File: config.mk
export PLATFORM = sky130hd
export DESIGN_NAME = crc_generate_and_check_unit
export DESIGN_NICKNAME = d
export VERILOG_FILES = /design/src/hdl/crc_gc_pkg.sv /design/src/hdl/crc_gc_front.sv /design/src/hdl/crc_gc_queue.sv /design/src/hdl/crc_gc_back.sv /design/src/hdl/crc_generate_and_check_unit.sv
export SDC_FILE = /design/constraint.sdc
export NUM_CORES = 1
export LEC_CHECK = 0
export BUFFER_PORTS_ARGS = -buffer_cell sky130_fd_sc_hd__buf_2
export CAP_MARGIN = 20
export CORE_MARGIN = 3
export CORE_UTILIZATION = 25
export DETAILED_ROUTE_END_ITERATION = 16
export GPL_TIMING_DRIVEN = 0
export PLACE_DENSITY_LB_ADDON = 0.1
export SYNTH_ARGS = -nofsm -noshare
export SYNTH_HDL_FRONTEND = slang
export SYNTH_SLANG_ARGS = --single-unit
File: constraint.sdc
create_clock -name i_clk -period 8.33 [get_ports i_clk]
set_clock_uncertainty 0.2 [all_clocks]
set_input_delay 0.833 -clock i_clk [delete_from_list [all_inputs] [get_ports i_clk]]
set_output_delay 0.833 -clock i_clk [all_outputs]
set_load 0.005 [all_outputs]
File: src/hdl/crc_gc_pkg.sv
`timescale 1ns / 1ps
`default_nettype none
// Shared types, constants and helper functions for the CRC generate/check unit.
// Depends on nothing; every other file takes its names by scope.
package crc_gc_pkg;

    localparam int MAX_DEGREE = 32;
    localparam int REM_W      = MAX_DEGREE;
    localparam int IDX_W      = (MAX_DEGREE > 1) ? $clog2(MAX_DEGREE) : 1;
    localparam int CNT_W      = $clog2(MAX_DEGREE + 1);
    localparam int DEG_W      = 6;
    localparam int CFG_W      = 32;
    localparam int CFG_IDX_W  = 2;
    localparam int QDEPTH     = 4;
    localparam int QPTR_W     = $clog2(QDEPTH);

    typedef enum logic [CFG_IDX_W-1:0] {
        CFG_TAPS   = 2'd0,
        CFG_DEGREE = 2'd1,
        CFG_MODE   = 2'd2
    } t_cfg_idx;

    typedef enum logic [1:0] {
        K_DATA    = 2'd0,
        K_VERDICT = 2'd1,
        K_BURST   = 2'd2
    } t_kind;

    typedef struct packed {
        t_kind              kind;
        logic               code;
        logic               pass;
        logic [REM_W-1:0]   rem;
        logic [CNT_W-1:0]   cnt;
    } t_cmd;

    function automatic logic [CNT_W-1:0] eff_degree(input logic [DEG_W-1:0] deg);
        logic [CNT_W-1:0] d;
        if (deg == '0) begin
            d = CNT_W'(1);
        end else if (int'(deg) > MAX_DEGREE) begin
            d = CNT_W'(MAX_DEGREE);
        end else begin
            d = CNT_W'(deg);
        end
        return d;
    endfunction

    function automatic logic [REM_W-1:0] deg_mask(input logic [CNT_W-1:0] d);
        logic [REM_W:0] m;
        m = ({{REM_W{1'b0}}, 1'b1} << d) - {{REM_W{1'b0}}, 1'b1};
        return m[REM_W-1:0];
    endfunction

endpackage
`default_nettype wire

File: src/hdl/crc_gc_front.sv
`timescale 1ns / 1ps
`default_nettype none
// Front part: configuration registers, word acceptance and the serial remainder.
// Pushes one command per result group into the queue. Uses crc_gc_pkg.
module crc_gc_front (
    input  wire logic                          i_clk,
    input  wire logic                          i_rst_n,
    input  wire logic                          i_cfg_we,
    input  wire logic [crc_gc_pkg::CFG_IDX_W-1:0] i_cfg_index,
    input  wire logic [crc_gc_pkg::CFG_W-1:0]  i_cfg_data,
    input  wire logic                          i_valid,
    output logic                               o_stall,
    input  wire logic                          i_data_bit,
    input  wire logic                          i_last_bit,
    input  wire logic                          i_full,
    output logic                               o_push,
    output crc_gc_pkg::t_cmd                   o_cmd
);

    logic [crc_gc_pkg::REM_W-1:0] r_taps;
    logic [crc_gc_pkg::DEG_W-1:0] r_deg;
    logic                         r_mode;
    logic [crc_gc_pkg::REM_W-1:0] r_rem;
    logic [crc_gc_pkg::REM_W-1:0] n_rem;

    logic                         accept;
    logic [crc_gc_pkg::CNT_W-1:0] d;
    logic [crc_gc_pkg::IDX_W-1:0] top_idx;
    logic [crc_gc_pkg::REM_W-1:0] mask;
    logic [crc_gc_pkg::REM_W-1:0] taps;
    logic [crc_gc_pkg::REM_W-1:0] rem;
    logic [crc_gc_pkg::REM_W-1:0] shifted;
    logic [crc_gc_pkg::REM_W-1:0] rem_next;
    logic                         top;

    always_ff @(posedge i_clk) begin
        if (!i_rst_n) begin
            r_taps <= '0;
            r_deg  <= crc_gc_pkg::DEG_W'(8);
            r_mode <= 1'b0;
        end else if (i_cfg_we) begin
            case (crc_gc_pkg::t_cfg_idx'(i_cfg_index))
                crc_gc_pkg::CFG_TAPS:   r_taps <= i_cfg_data[crc_gc_pkg::REM_W-1:0];
                crc_gc_pkg::CFG_DEGREE: r_deg  <= i_cfg_data[crc_gc_pkg::DEG_W-1:0];
                crc_gc_pkg::CFG_MODE:   r_mode <= i_cfg_data[0];
                default: begin
                end
            endcase
        end
    end

    assign o_stall = i_full;
    assign accept  = i_valid && !i_full;

    always_comb begin
        d        = crc_gc_pkg::eff_degree(r_deg);
        top_idx  = crc_gc_pkg::IDX_W'(d - crc_gc_pkg::CNT_W'(1));
        mask     = crc_gc_pkg::deg_mask(d);
        taps     = r_taps & mask;
        rem      = r_rem & mask;
        top      = rem[top_idx];
        if (r_mode) begin
            shifted  = {rem[crc_gc_pkg::REM_W-2:0], i_data_bit} & mask;
            rem_next = top ? (shifted ^ taps) : shifted;
        end else begin
            shifted  = {rem[crc_gc_pkg::REM_W-2:0], 1'b0} & mask;
            rem_next = (top ^ i_data_bit) ? (shifted ^ taps) : shifted;
        end

        n_rem = r_rem;
        if (accept) begin
            n_rem = i_last_bit ? '0 : rem_next;
        end

        o_push     = accept && !(r_mode && !i_last_bit);
        o_cmd.code = r_mode ? 1'b0 : i_data_bit;
        o_cmd.pass = (rem_next == '0);
        o_cmd.rem  = rem_next;
        o_cmd.cnt  = d;
        if (r_mode) begin
            o_cmd.kind = crc_gc_pkg::K_VERDICT;
        end else if (i_last_bit) begin
            o_cmd.kind = crc_gc_pkg::K_BURST;
        end else begin
            o_cmd.kind = crc_gc_pkg::K_DATA;
        end
    end

    always_ff @(posedge i_clk) begin
        if (!i_rst_n) begin
            r_rem <= '0;
        end else begin
            r_rem <= n_rem;
        end
    end

endmodule
`default_nettype wire

File: src/hdl/crc_gc_queue.sv
`timescale 1ns / 1ps
`default_nettype none
// Short command queue between the front and back parts.
// Holds crc_gc_pkg::t_cmd entries; uses crc_gc_pkg.
module crc_gc_queue (
    input  wire logic        i_clk,
    input  wire logic        i_rst_n,
    input  wire logic        i_push,
    input  wire crc_gc_pkg::t_cmd i_cmd,
    output logic             o_full,
    input  wire logic        i_pop,
    output crc_gc_pkg::t_cmd o_cmd,
    output logic             o_empty
);

    crc_gc_pkg::t_cmd                r_mem [crc_gc_pkg::QDEPTH];
    logic [crc_gc_pkg::QPTR_W-1:0]   r_wr_ptr;
    logic [crc_gc_pkg::QPTR_W-1:0]   r_rd_ptr;
    logic [crc_gc_pkg::QPTR_W:0]     r_count;
    logic [crc_gc_pkg::QPTR_W-1:0]   n_wr_ptr;
    logic [crc_gc_pkg::QPTR_W-1:0]   n_rd_ptr;
    logic [crc_gc_pkg::QPTR_W:0]     n_count;
    logic                            do_push;
    logic                            do_pop;

    assign o_full  = (r_count == (crc_gc_pkg::QPTR_W+1)'(crc_gc_pkg::QDEPTH));
    assign o_empty = (r_count == '0);
    assign o_cmd   = r_mem[r_rd_ptr];
    assign do_push = i_push && !o_full;
    assign do_pop  = i_pop && !o_empty;

    always_comb begin
        n_wr_ptr = do_push ? r_wr_ptr + crc_gc_pkg::QPTR_W'(1) : r_wr_ptr;
        n_rd_ptr = do_pop  ? r_rd_ptr + crc_gc_pkg::QPTR_W'(1) : r_rd_ptr;
        n_count  = r_count;
        if (do_push && !do_pop) begin
            n_count = r_count + (crc_gc_pkg::QPTR_W+1)'(1);
        end else if (!do_push && do_pop) begin
            n_count = r_count - (crc_gc_pkg::QPTR_W+1)'(1);
        end
    end

    always_ff @(posedge i_clk) begin
        if (do_push) begin
            r_mem[r_wr_ptr] <= i_cmd;
        end
    end

    always_ff @(posedge i_clk) begin
        if (!i_rst_n) begin
            r_wr_ptr <= '0;
            r_rd_ptr <= '0;
            r_count  <= '0;
        end else begin
            r_wr_ptr <= n_wr_ptr;
            r_rd_ptr <= n_rd_ptr;
            r_count  <= n_count;
        end
    end

endmodule
`default_nettype wire

File: src/hdl/crc_gc_back.sv
`timescale 1ns / 1ps
`default_nettype none
// Back part: expands queued commands into result words, one per cycle
// unless stalled; remainder bits go out MSB first. Uses crc_gc_pkg.
module crc_gc_back (
    input  wire logic        i_clk,
    input  wire logic        i_rst_n,
    input  wire crc_gc_pkg::t_cmd i_cmd,
    input  wire logic        i_empty,
    output logic             o_pop,
    output logic             o_valid,
    input  wire logic        i_stall,
    output logic             o_code_bit,
    output logic             o_is_remainder,
    output logic             o_check_passed,
    output logic             o_is_verdict,
    output logic             o_last_of_run
);

    logic                         r_valid;
    logic                         r_code;
    logic                         r_is_rem;
    logic                         r_pass;
    logic                         r_is_verd;
    logic                         r_last;
    logic [crc_gc_pkg::REM_W-1:0] r_burst;
    logic [crc_gc_pkg::CNT_W-1:0] r_cnt;

    logic                         n_valid;
    logic                         n_code;
    logic                         n_is_rem;
    logic                         n_pass;
    logic                         n_is_verd;
    logic                         n_last;
    logic [crc_gc_pkg::REM_W-1:0] n_burst;
    logic [crc_gc_pkg::CNT_W-1:0] n_cnt;

    logic                         take;
    logic                         in_burst;
    logic [crc_gc_pkg::CNT_W-1:0] cnt_m1;

    always_comb begin
        take      = !r_valid || !i_stall;
        in_burst  = (r_cnt != '0);
        cnt_m1    = r_cnt - crc_gc_pkg::CNT_W'(1);
        o_pop     = take && !in_burst && !i_empty;

        n_valid   = r_valid;
        n_code    = r_code;
        n_is_rem  = r_is_rem;
        n_pass    = r_pass;
        n_is_verd = r_is_verd;
        n_last    = r_last;
        n_burst   = r_burst;
        n_cnt     = r_cnt;

        if (take) begin
            n_valid   = 1'b0;
            n_code    = 1'b0;
            n_is_rem  = 1'b0;
            n_pass    = 1'b0;
            n_is_verd = 1'b0;
            n_last    = 1'b0;
            if (in_burst) begin
                n_valid  = 1'b1;
                n_code   = r_burst[cnt_m1[crc_gc_pkg::IDX_W-1:0]];
                n_is_rem = 1'b1;
                n_last   = (r_cnt == crc_gc_pkg::CNT_W'(1));
                n_cnt    = cnt_m1;
            end else if (!i_empty) begin
                n_valid = 1'b1;
                case (i_cmd.kind)
                    crc_gc_pkg::K_VERDICT: begin
                        n_pass    = i_cmd.pass;
                        n_is_verd = 1'b1;
                        n_last    = 1'b1;
                    end
                    crc_gc_pkg::K_BURST: begin
                        n_code  = i_cmd.code;
                        n_burst = i_cmd.rem;
                        n_cnt   = i_cmd.cnt;
                    end
                    default: begin
                        n_code = i_cmd.code;
                        n_last = 1'b1;
                    end
                endcase
            end
        end
    end

    always_ff @(posedge i_clk) begin
        if (!i_rst_n) begin
            r_valid <= 1'b0;
            r_cnt   <= '0;
        end else begin
            r_valid <= n_valid;
            r_cnt   <= n_cnt;
        end
    end

    always_ff @(posedge i_clk) begin
        r_code    <= n_code;
        r_is_rem  <= n_is_rem;
        r_pass    <= n_pass;
        r_is_verd <= n_is_verd;
        r_last    <= n_last;
        r_burst   <= n_burst;
    end

    assign o_valid        = r_valid;
    assign o_code_bit     = r_code;
    assign o_is_remainder = r_is_rem;
    assign o_check_passed = r_pass;
    assign o_is_verdict   = r_is_verd;
    assign o_last_of_run  = r_last;

endmodule
`default_nettype wire

File: src/hdl/crc_generate_and_check_unit.sv
`timescale 1ns / 1ps
`default_nettype none
// Top level of the bit-serial CRC generate/check unit with programmable polynomial.
// Instantiates crc_gc_front, crc_gc_queue and crc_gc_back; uses crc_gc_pkg.
//
// Input channel: i_valid / o_stall carry one data word (i_data_bit, i_last_bit).
// Output channel: o_valid / i_stall carry one result word per cycle unless stalled.
// Configuration: i_cfg_we writes i_cfg_data to register i_cfg_index
//   (0 taps, 1 degree, 2 mode) at the clock edge; write only while idle.
// Throughput: one input word per cycle unless stalled. The remainder register in
//   the front part updates once per accepted bit. In generate mode a last bit
//   yields 1 + degree result words, shifted out by the back part one per cycle
//   unless i_stall is high, so the input stalls once the four-entry command queue
//   fills during that burst.
// Path: commands of accepted words go through the queue, then the output register.
// Receiver stall: the output register holds its word; the queue absorbs up
//   to four more commands, then o_stall rises until space frees.
// Reset (synchronous, active low): taps 0, degree 8, generate mode,
//   remainder cleared, queue emptied, output invalid.
module crc_generate_and_check_unit (
    input  wire logic                             i_clk,
    input  wire logic                             i_rst_n,
    input  wire logic                             i_cfg_we,
    input  wire logic [crc_gc_pkg::CFG_IDX_W-1:0] i_cfg_index,
    input  wire logic [crc_gc_pkg::CFG_W-1:0]     i_cfg_data,
    input  wire logic                             i_valid,
    output logic                                  o_stall,
    input  wire logic                             i_data_bit,
    input  wire logic                             i_last_bit,
    output logic                                  o_valid,
    input  wire logic                             i_stall,
    output logic                                  o_code_bit,
    output logic                                  o_is_remainder,
    output logic                                  o_check_passed,
    output logic                                  o_is_verdict,
    output logic                                  o_last_of_run
);

    logic             push;
    logic             pop;
    logic             full;
    logic             empty;
    crc_gc_pkg::t_cmd push_cmd;
    crc_gc_pkg::t_cmd head_cmd;

    crc_gc_front u_front (
        .i_clk       (i_clk),
        .i_rst_n     (i_rst_n),
        .i_cfg_we    (i_cfg_we),
        .i_cfg_index (i_cfg_index),
        .i_cfg_data  (i_cfg_data),
        .i_valid     (i_valid),
        .o_stall     (o_stall),
        .i_data_bit  (i_data_bit),
        .i_last_bit  (i_last_bit),
        .i_full      (full),
        .o_push      (push),
        .o_cmd       (push_cmd)
    );

    crc_gc_queue u_queue (
        .i_clk   (i_clk),
        .i_rst_n (i_rst_n),
        .i_push  (push),
        .i_cmd   (push_cmd),
        .o_full  (full),
        .i_pop   (pop),
        .o_cmd   (head_cmd),
        .o_empty (empty)
    );

    crc_gc_back u_back (
        .i_clk          (i_clk),
        .i_rst_n        (i_rst_n),
        .i_cmd          (head_cmd),
        .i_empty        (empty),
        .o_pop          (pop),
        .o_valid        (o_valid),
        .i_stall        (i_stall),
        .o_code_bit     (o_code_bit),
        .o_is_remainder (o_is_remainder),
        .o_check_passed (o_check_passed),
        .o_is_verdict   (o_is_verdict),
        .o_last_of_run  (o_last_of_run)
    );

endmodule
`default_nettype wire

==> metrics.cfg, run 1 <==
[job]
maxCapViolCount=0

[sta]
setup_viol=0
max_clock_freq_ghz=0.1279
rsz0062_at_grt=false
slew_headroom=0.2612
fin_crit_sh=0.9384
period_needed_ns=7.817
report.final.hold_viol_count=0
worst_pin_slew_ns=1.103
slew_viol_final=0

[die]
fp-row-count=86
fp.dieH_um=242.5
start_util=0.2534
die_w_um=242.5
core_mm2=0.05520
dieArea_mm2=0.05883
ios=48

[global_route]
grt_max_degree=30
antenna_found_initial=0
gr-total-overflow=0
grt_usage=0.1531
grt_pass1_vias=10260
grt_pass1_wl_um=67520

[clock_network]
clk_latency_ns=0.55
clk_path_buf_depth=3
cts.sinks=292
h-tree-depth=2
holdBufCountCts=0
cts_tree=done
cts_buffers=37
cts_root_buffer=clkbuf_16
path_clk_slew_ns=0.07

[synth]
synth_top_family_by_area=simple AND/OR/NAND/NOR gates
synthSimpleGateAreaFrac=0.1668
yosys.area_share.xor_xnor=0.01699
ys_seq_elements=292
synthFlopType=edfxtp_1
syn_avg_cell_area_um2=11.97
ys_types=88
synth_warnings=0
synth_fa_ha_area_frac=0.01038
syn_nets=1221
muxShareOfSynthArea=0.1112
synth_edf_count=205
synth_cells=1169
yosysSeqAreaShare=0.5646
synth-compound-area-share=0.1007
ys_async_sr_fraction=0
netlist_area_mm2=0.01399

[power]
powerDensity_mw_per_mm2=262.0
pwr-share-comb=0.230
seq_power_share=0.410
p_sw_frac=0.2886
ir_drop_mv=0.1087
p_switching_mw=1.269
p_leak_nw=5.563
finalPower_mw=4.398
pwr-share-clk=0.361
intPower_mw=3.129

[worst_setup_path]
path_class=register to register
crit_fanout=10
endpoint_kind=register
r2r_cells=28
crit_slowest_cell=mux2i_1
crit_arrival_ns=7.89
crit_path_max_incr_delay_ns=0.72
start_kind=register
crit_top_cell=clkbuf_4
critPathRequiredTime_ns=8.41

[routing]
routed.top_layer=met4
drt_first_pass_iters=5
drc=0
viasPerCell=4.848
vias=9914
antenna_left=0
routed_wl_um=45030
avgRoutedWirePerCell_um=22.02
wl_met2_um=20980
met1_length_um=20520
first_iter_violations=657
met3_length_um=1779

[placed_design]
dpl_cell_area_mm2=0.01530
gp_congestion=0.8184
port_buffers=47
dp_cells=1973
place_hpwl_um=33350

[layout]
utilization=0.3040
ff_latch_area_mm2=0.007898
drive_gt1_frac=0.2045
fillers=5621
fin_area_mm2=0.01678
fin_nets=1320
area_growth_pct=19.98
multi_input_area_mm2=0.005918
final_cells=2045

[worst_hold_path]
min_path_type=input pin to register
whs_path_depth=2

[status]
status=finished clean

area by class of cell:
class / count / area share
tap: 748 / 0.05576
clock inverter: 14 / 0.008722
sequential: 292 / 0.4706
multi-input combinational: 782 / 0.3526
buffer: 74 / 0.02140
timing repair buffer: 61 / 0.02386
clock buffer: 53 / 0.06247
antenna: 1 / 0.0001491
inverter: 20 / 0.004473
cells by family (layout without fill, tap and decap cells):
kind of cell,after synthesis,in the layout
and+or+nand+nor,451,451
DFF,292,292
AOI/OAI and AO/OA,205,205
buffers and inverters,95,222
muxes,90,90
xor gates and xnor gates,25,25
adders and majority gates,11,11
other,0,1
critical path, delay by kind of cell, from the launching register on:
family | cells | cell delay, ns
adder cells (fa/ha/maj) | 2 | 0.48
AO/OA/AOI/OAI | 7 | 1.87
flip-flops | 1 | 0.44
multiplexers | 1 | 0.72
AND/OR/NAND/NOR | 7 | 1.21
buffers and inverters | 11 | 2.56
power groups by stage:
stage	logic (mW)	registers [mW]	clock network, mW
finish	1.01	1.80	1.59
global route	1.12	1.82	1.70
CTS	1.03	1.80	1.64
detailed placement	1.02	1.83	0
global placement	0.990	1.84	0
floorplan	0.684	1.82	0
metal layers:
metal  global-route usage  vias up
met2               0.2500      213
li1                     -     4632
met1               0.2020     4998
met4              0.05923        0
met5                    0        -
met3              0.02778       71
per-stage QoR:
| stage | hold slack, ns | TNS [ns] | setup WS (ns) |
|---|---|---|---|
| final | 0.2499 | 0 | 0.5132 |
| after global routing | 0.2517 | 0 | 0.1072 |
| after CTS | 0.2132 | 0 | 0.01832 |
| after detailed placement | 0.2479 | -88.17 | -2.578 |
| after global placement | 0.2483 | -112.68 | -2.560 |
| after floorplan | 0.2314 | 0 | 1.602 |
synth_stat cells, types with 19 or more instances:
| cell | number | area, um^2 |
|---|---|---|
| mux2i_1 | 35 | 350.3 |
| inv_1 | 19 | 71.32 |
| dfxtp_1 | 87 | 1742 |
| a21oi_1 | 58 | 290.3 |
| nor3_1 | 19 | 95.09 |
| nand3_1 | 50 | 250.2 |
| clkbuf_1 | 50 | 187.7 |
| a22oi_1 | 33 | 247.7 |
| nand2_1 | 161 | 604.3 |
| nor4b_1 | 25 | 219.0 |
| nor2_1 | 87 | 326.6 |
| o21ai_0 | 28 | 140.1 |
| edfxtp_1 | 205 | 6156 |
| mux4_2 | 52 | 1171 |
sequential cells by signal (all words and copies together), names as in the netlist, 2 cells and up, named ones only:
name and cells:
u_queue.r_wr_ptr 2, u_front.r_rem 32, u_front.r_deg 6, u_back.r_burst 32, u_back.r_cnt 6, u_front.r_taps 32, u_queue.r_count 3, u_queue.r_rd_ptr 2
u_queue.r_mem 168
cells in the final DEF (no fill, tap or decap), types with 6 or more instances in the layout:
cell type	synthesis	layout
clkbuf_4	0	6
inv_1	19	19
buf_4	2	10
o21ai_0	28	27
nor2_1	87	86
nor2b_1	10	10
nand2b_1	15	15
nand2_1	161	160
a21oi_1	58	58
mux2i_2	0	10
or3_1	6	6
nor4_1	7	6
xnor2_1	14	14
buf_2	13	60
clkinv_1	0	6
nand3_1	50	48
a22oi_1	33	33
a211oi_1	6	6
and3_1	9	9
clkbuf_1	50	52
o21a_1	7	7
and2_1	14	10
ha_1	10	9
nor3_1	19	16
edfxtp_1	205	205
nor4b_1	25	12
clkbuf_16	0	39
nor4b_2	4	16
mux4_2	52	52
mux2i_1	35	25
dfxtp_1	87	87
a31oi_1	11	11
xor2_1	10	10
path summary, 6_finish.rpt:
kind	endpoint	slack [ns]	from
worst max register to register	u_queue.r_mem[0][38]	0.51	u_front.r_deg[2]
worst max-delay path	u_queue.r_mem[0][38]	0.51	u_front.r_deg[2]
worst min register to register	u_front.r_taps[24]	0.26	u_front.r_taps[24]
worst min-delay path	u_front.r_deg[3]	0.25	i_rst_n
timing repair:
item	CTS	global route
setup endpoints to repair	145	4
pin swaps	2	3
buffers inserted	2	3
endpoints found under the hold margin	0	0
resized for setup	32	29
(Power assumes the default switching activity.)
==> run 2, diff against run 1 <==
- RECOVER_POWER: not set -> 100
==> run 2 against run 1 <==
- the run now ends with capacitance limit, slew limit left
- die area did not move
- routed wire length barely moved
- fmax fell by 0.99%
- flip-flop and latch count did not move
- largest cell class unchanged
- largest power group unchanged
==> metrics.cfg, run 2 (synthesized netlist as in run 1, its figures left out) <==
[worst_setup_path]
crit_fanout=10  ; unchanged
endpoint_kind=register
path_class=register to register
critPathRequiredTime_ns=8.52  ; +0.11 ns
start_kind=register
crit_arrival_ns=8.08  ; +0.19 ns

[clock_network]
holdBufCountCts=0  ; unchanged
cts_tree=done
clk_latency_ns=0.55  ; about the same
cts_root_buffer=clkbuf_16
h-tree-depth=2  ; unchanged
path_clk_slew_ns=0.07  ; about the same
cts.sinks=292  ; unchanged
clk_path_buf_depth=3  ; unchanged
cts_buffers=37  ; unchanged

[routing]
met1_length_um=20320  ; -0.95%
routed_wl_um=45020  ; about the same
routed.top_layer=met4
vias=9945  ; +0.31%
viasPerCell=4.861  ; +0.26%
antenna_left=0  ; unchanged
drt_first_pass_iters=5  ; unchanged
first_iter_violations=616  ; -6.2%
drc=0  ; unchanged
met3_length_um=1887  ; +6.1%
wl_met2_um=21050  ; +0.31%
avgRoutedWirePerCell_um=22.00  ; about the same

[global_route]
grt_pass1_vias=10260  ; unchanged
gr-total-overflow=0  ; unchanged
grt_max_degree=30  ; unchanged
antenna_found_initial=0  ; unchanged
grt_usage=0.1531  ; unchanged
grt_pass1_wl_um=67520  ; unchanged

[sta]
report.final.hold_viol_count=0  ; unchanged
finalSetupTns_ns=0  ; unchanged
slew_headroom=-0.2328  ; -0.4940
rsz0062_at_grt=false
fin_crit_sh=0.9478  ; +0.009396
setup_ws_ns=0.4349  ; -0.07827 ns
slew_viol_final=170  ; +170
worst_pin_slew_ns=1.849  ; +0.7459 ns
period_needed_ns=7.895  ; +0.07827 ns
setup_viol=0  ; unchanged
max_clock_freq_ghz=0.1267  ; -0.99%

[power]
finalPower_mw=4.381  ; -0.40%
p_leak_nw=5.456  ; -1.9%
ir_drop_mv=0.1082  ; -0.46%
powerDensity_mw_per_mm2=263.4  ; +0.53%

[layout]
drive_gt1_frac=0.1813  ; -0.02315
layout_common_cells=205 x edfxtp_1, 160 x nand2_1, 87 x nor2_1, 87 x dfxtp_1, 74 x clkbuf_1
top_register=u_queue.r_mem
final_common_cell=edfxtp_1
final_cells=2046  ; +0.049%
largest_reg_flops=168  ; unchanged
area_growth_pct=18.88
fin_nets=1320  ; unchanged
fin_area_mm2=0.01663  ; -0.92%

[die]
ios=48  ; unchanged
die_w_um=242.5  ; unchanged
fp.dieH_um=242.5  ; unchanged
dieArea_mm2=0.05883  ; unchanged
start_util=0.2534  ; unchanged
fp-row-count=86  ; unchanged
core_mm2=0.05520  ; unchanged

[job]
maxCapViolCount=7  ; +7

[placed_design]
dp_cells=1973  ; unchanged
gp_congestion=0.8184  ; unchanged
place_hpwl_um=33350  ; unchanged
port_buffers=47  ; unchanged
dpl_cell_area_mm2=0.01530  ; unchanged
pre_cts_ws_ns=-2.578  ; unchanged

[worst_hold_path]
min_path_type=input pin to register

[status]
status=complete, but fails checks
violations=capacitance limit, slew limit

-- run 2: changes by cell type in the layout (fill, tap and decap cells not counted), moves of 6 or more --
cell | before | now
mux2i_2 | 10 | 3
clkbuf_1 | 52 | 74
buf_2 | 60 | 51
and2_0 | 0 | 6
mux2i_1 | 25 | 32
-- run 2: per-layer routing --
| metal | up-vias | GRT usage |
|---|---|---|
| met4 | 0 | 0.05923 |
| met3 | 77 | 0.02778 |
| met5 | - | 0 |
| li1 | 4630 | - |
| met1 | 5017 | 0.2020 |
| met2 | 221 | 0.2500 |
-- run 2: cell type report --
type	count	area (um^2)
fill	5639	38570
inverter	20	75.07
antenna	2	5.005
clock inverter	14	146.4
timing repair buffer	61	304.0
multi-input combinational	782	5873
clock buffer	53	1049
sequential	292	7898
tap	748	935.9
buffer	74	344.1
-- run 2: report_power, final --
part	internal (mW)	switching (mW)
registers	1.75	0.0554
clock network	0.968	0.617
logic	0.396	0.591
-- run 2: final timing paths --
path         cells past startpoint               start                   end  slack (ns)
max reg2reg                     27    u_front.r_deg[4]  u_queue.r_mem[0][38]        0.43
min                              2             i_rst_n      u_front.r_deg[3]        0.24
min reg2reg                      2  u_front.r_taps[24]    u_front.r_taps[24]        0.26
max                             27    u_front.r_deg[4]  u_queue.r_mem[0][38]        0.43
-- run 2: worst max-delay path, cell delays in order, from the launching register on --
cell,delay [ns]
dfxtp_1,0.33
clkbuf_1,0.35
buf_2,0.33
nor4_1,0.07
o21a_1,0.23
inv_2,0.17
clkbuf_4,0.27
ha_1,0.21
clkbuf_2,0.23
clkbuf_4,0.27
clkbuf_4,0.26
nand2_2,0.16
ha_4,0.27
nor3b_2,0.17
a22o_1,0.35
a311oi_1,0.40
o21ai_0,0.14
a31oi_1,0.35
a311oi_2,0.10
o221a_1,0.31
buf_2,0.20
clkbuf_4,0.25
nor4b_1,0.59
mux2i_1,0.41
nor2_1,0.15
or4b_1,0.49
nor4_4,0.26
buf_4,0.18
-- run 2: timing repair --
action / CTS / global route
pin swaps: 2 / 3
gates resized for setup: 32 / 29
endpoints found under the hold margin: 0 / 0
setup buffers: 2 / 3
endpoints found under the setup margin: 145 / 4
-- run 2: per-stage QoR --
step,hold slack (ns),util
floorplan,0.2314,-
global placement,0.2483,0.2746
detailed placement,0.2479,0.2772
CTS,0.2132,0.3015
global route,0.2497,0.3012
finish,0.2411,0.3013
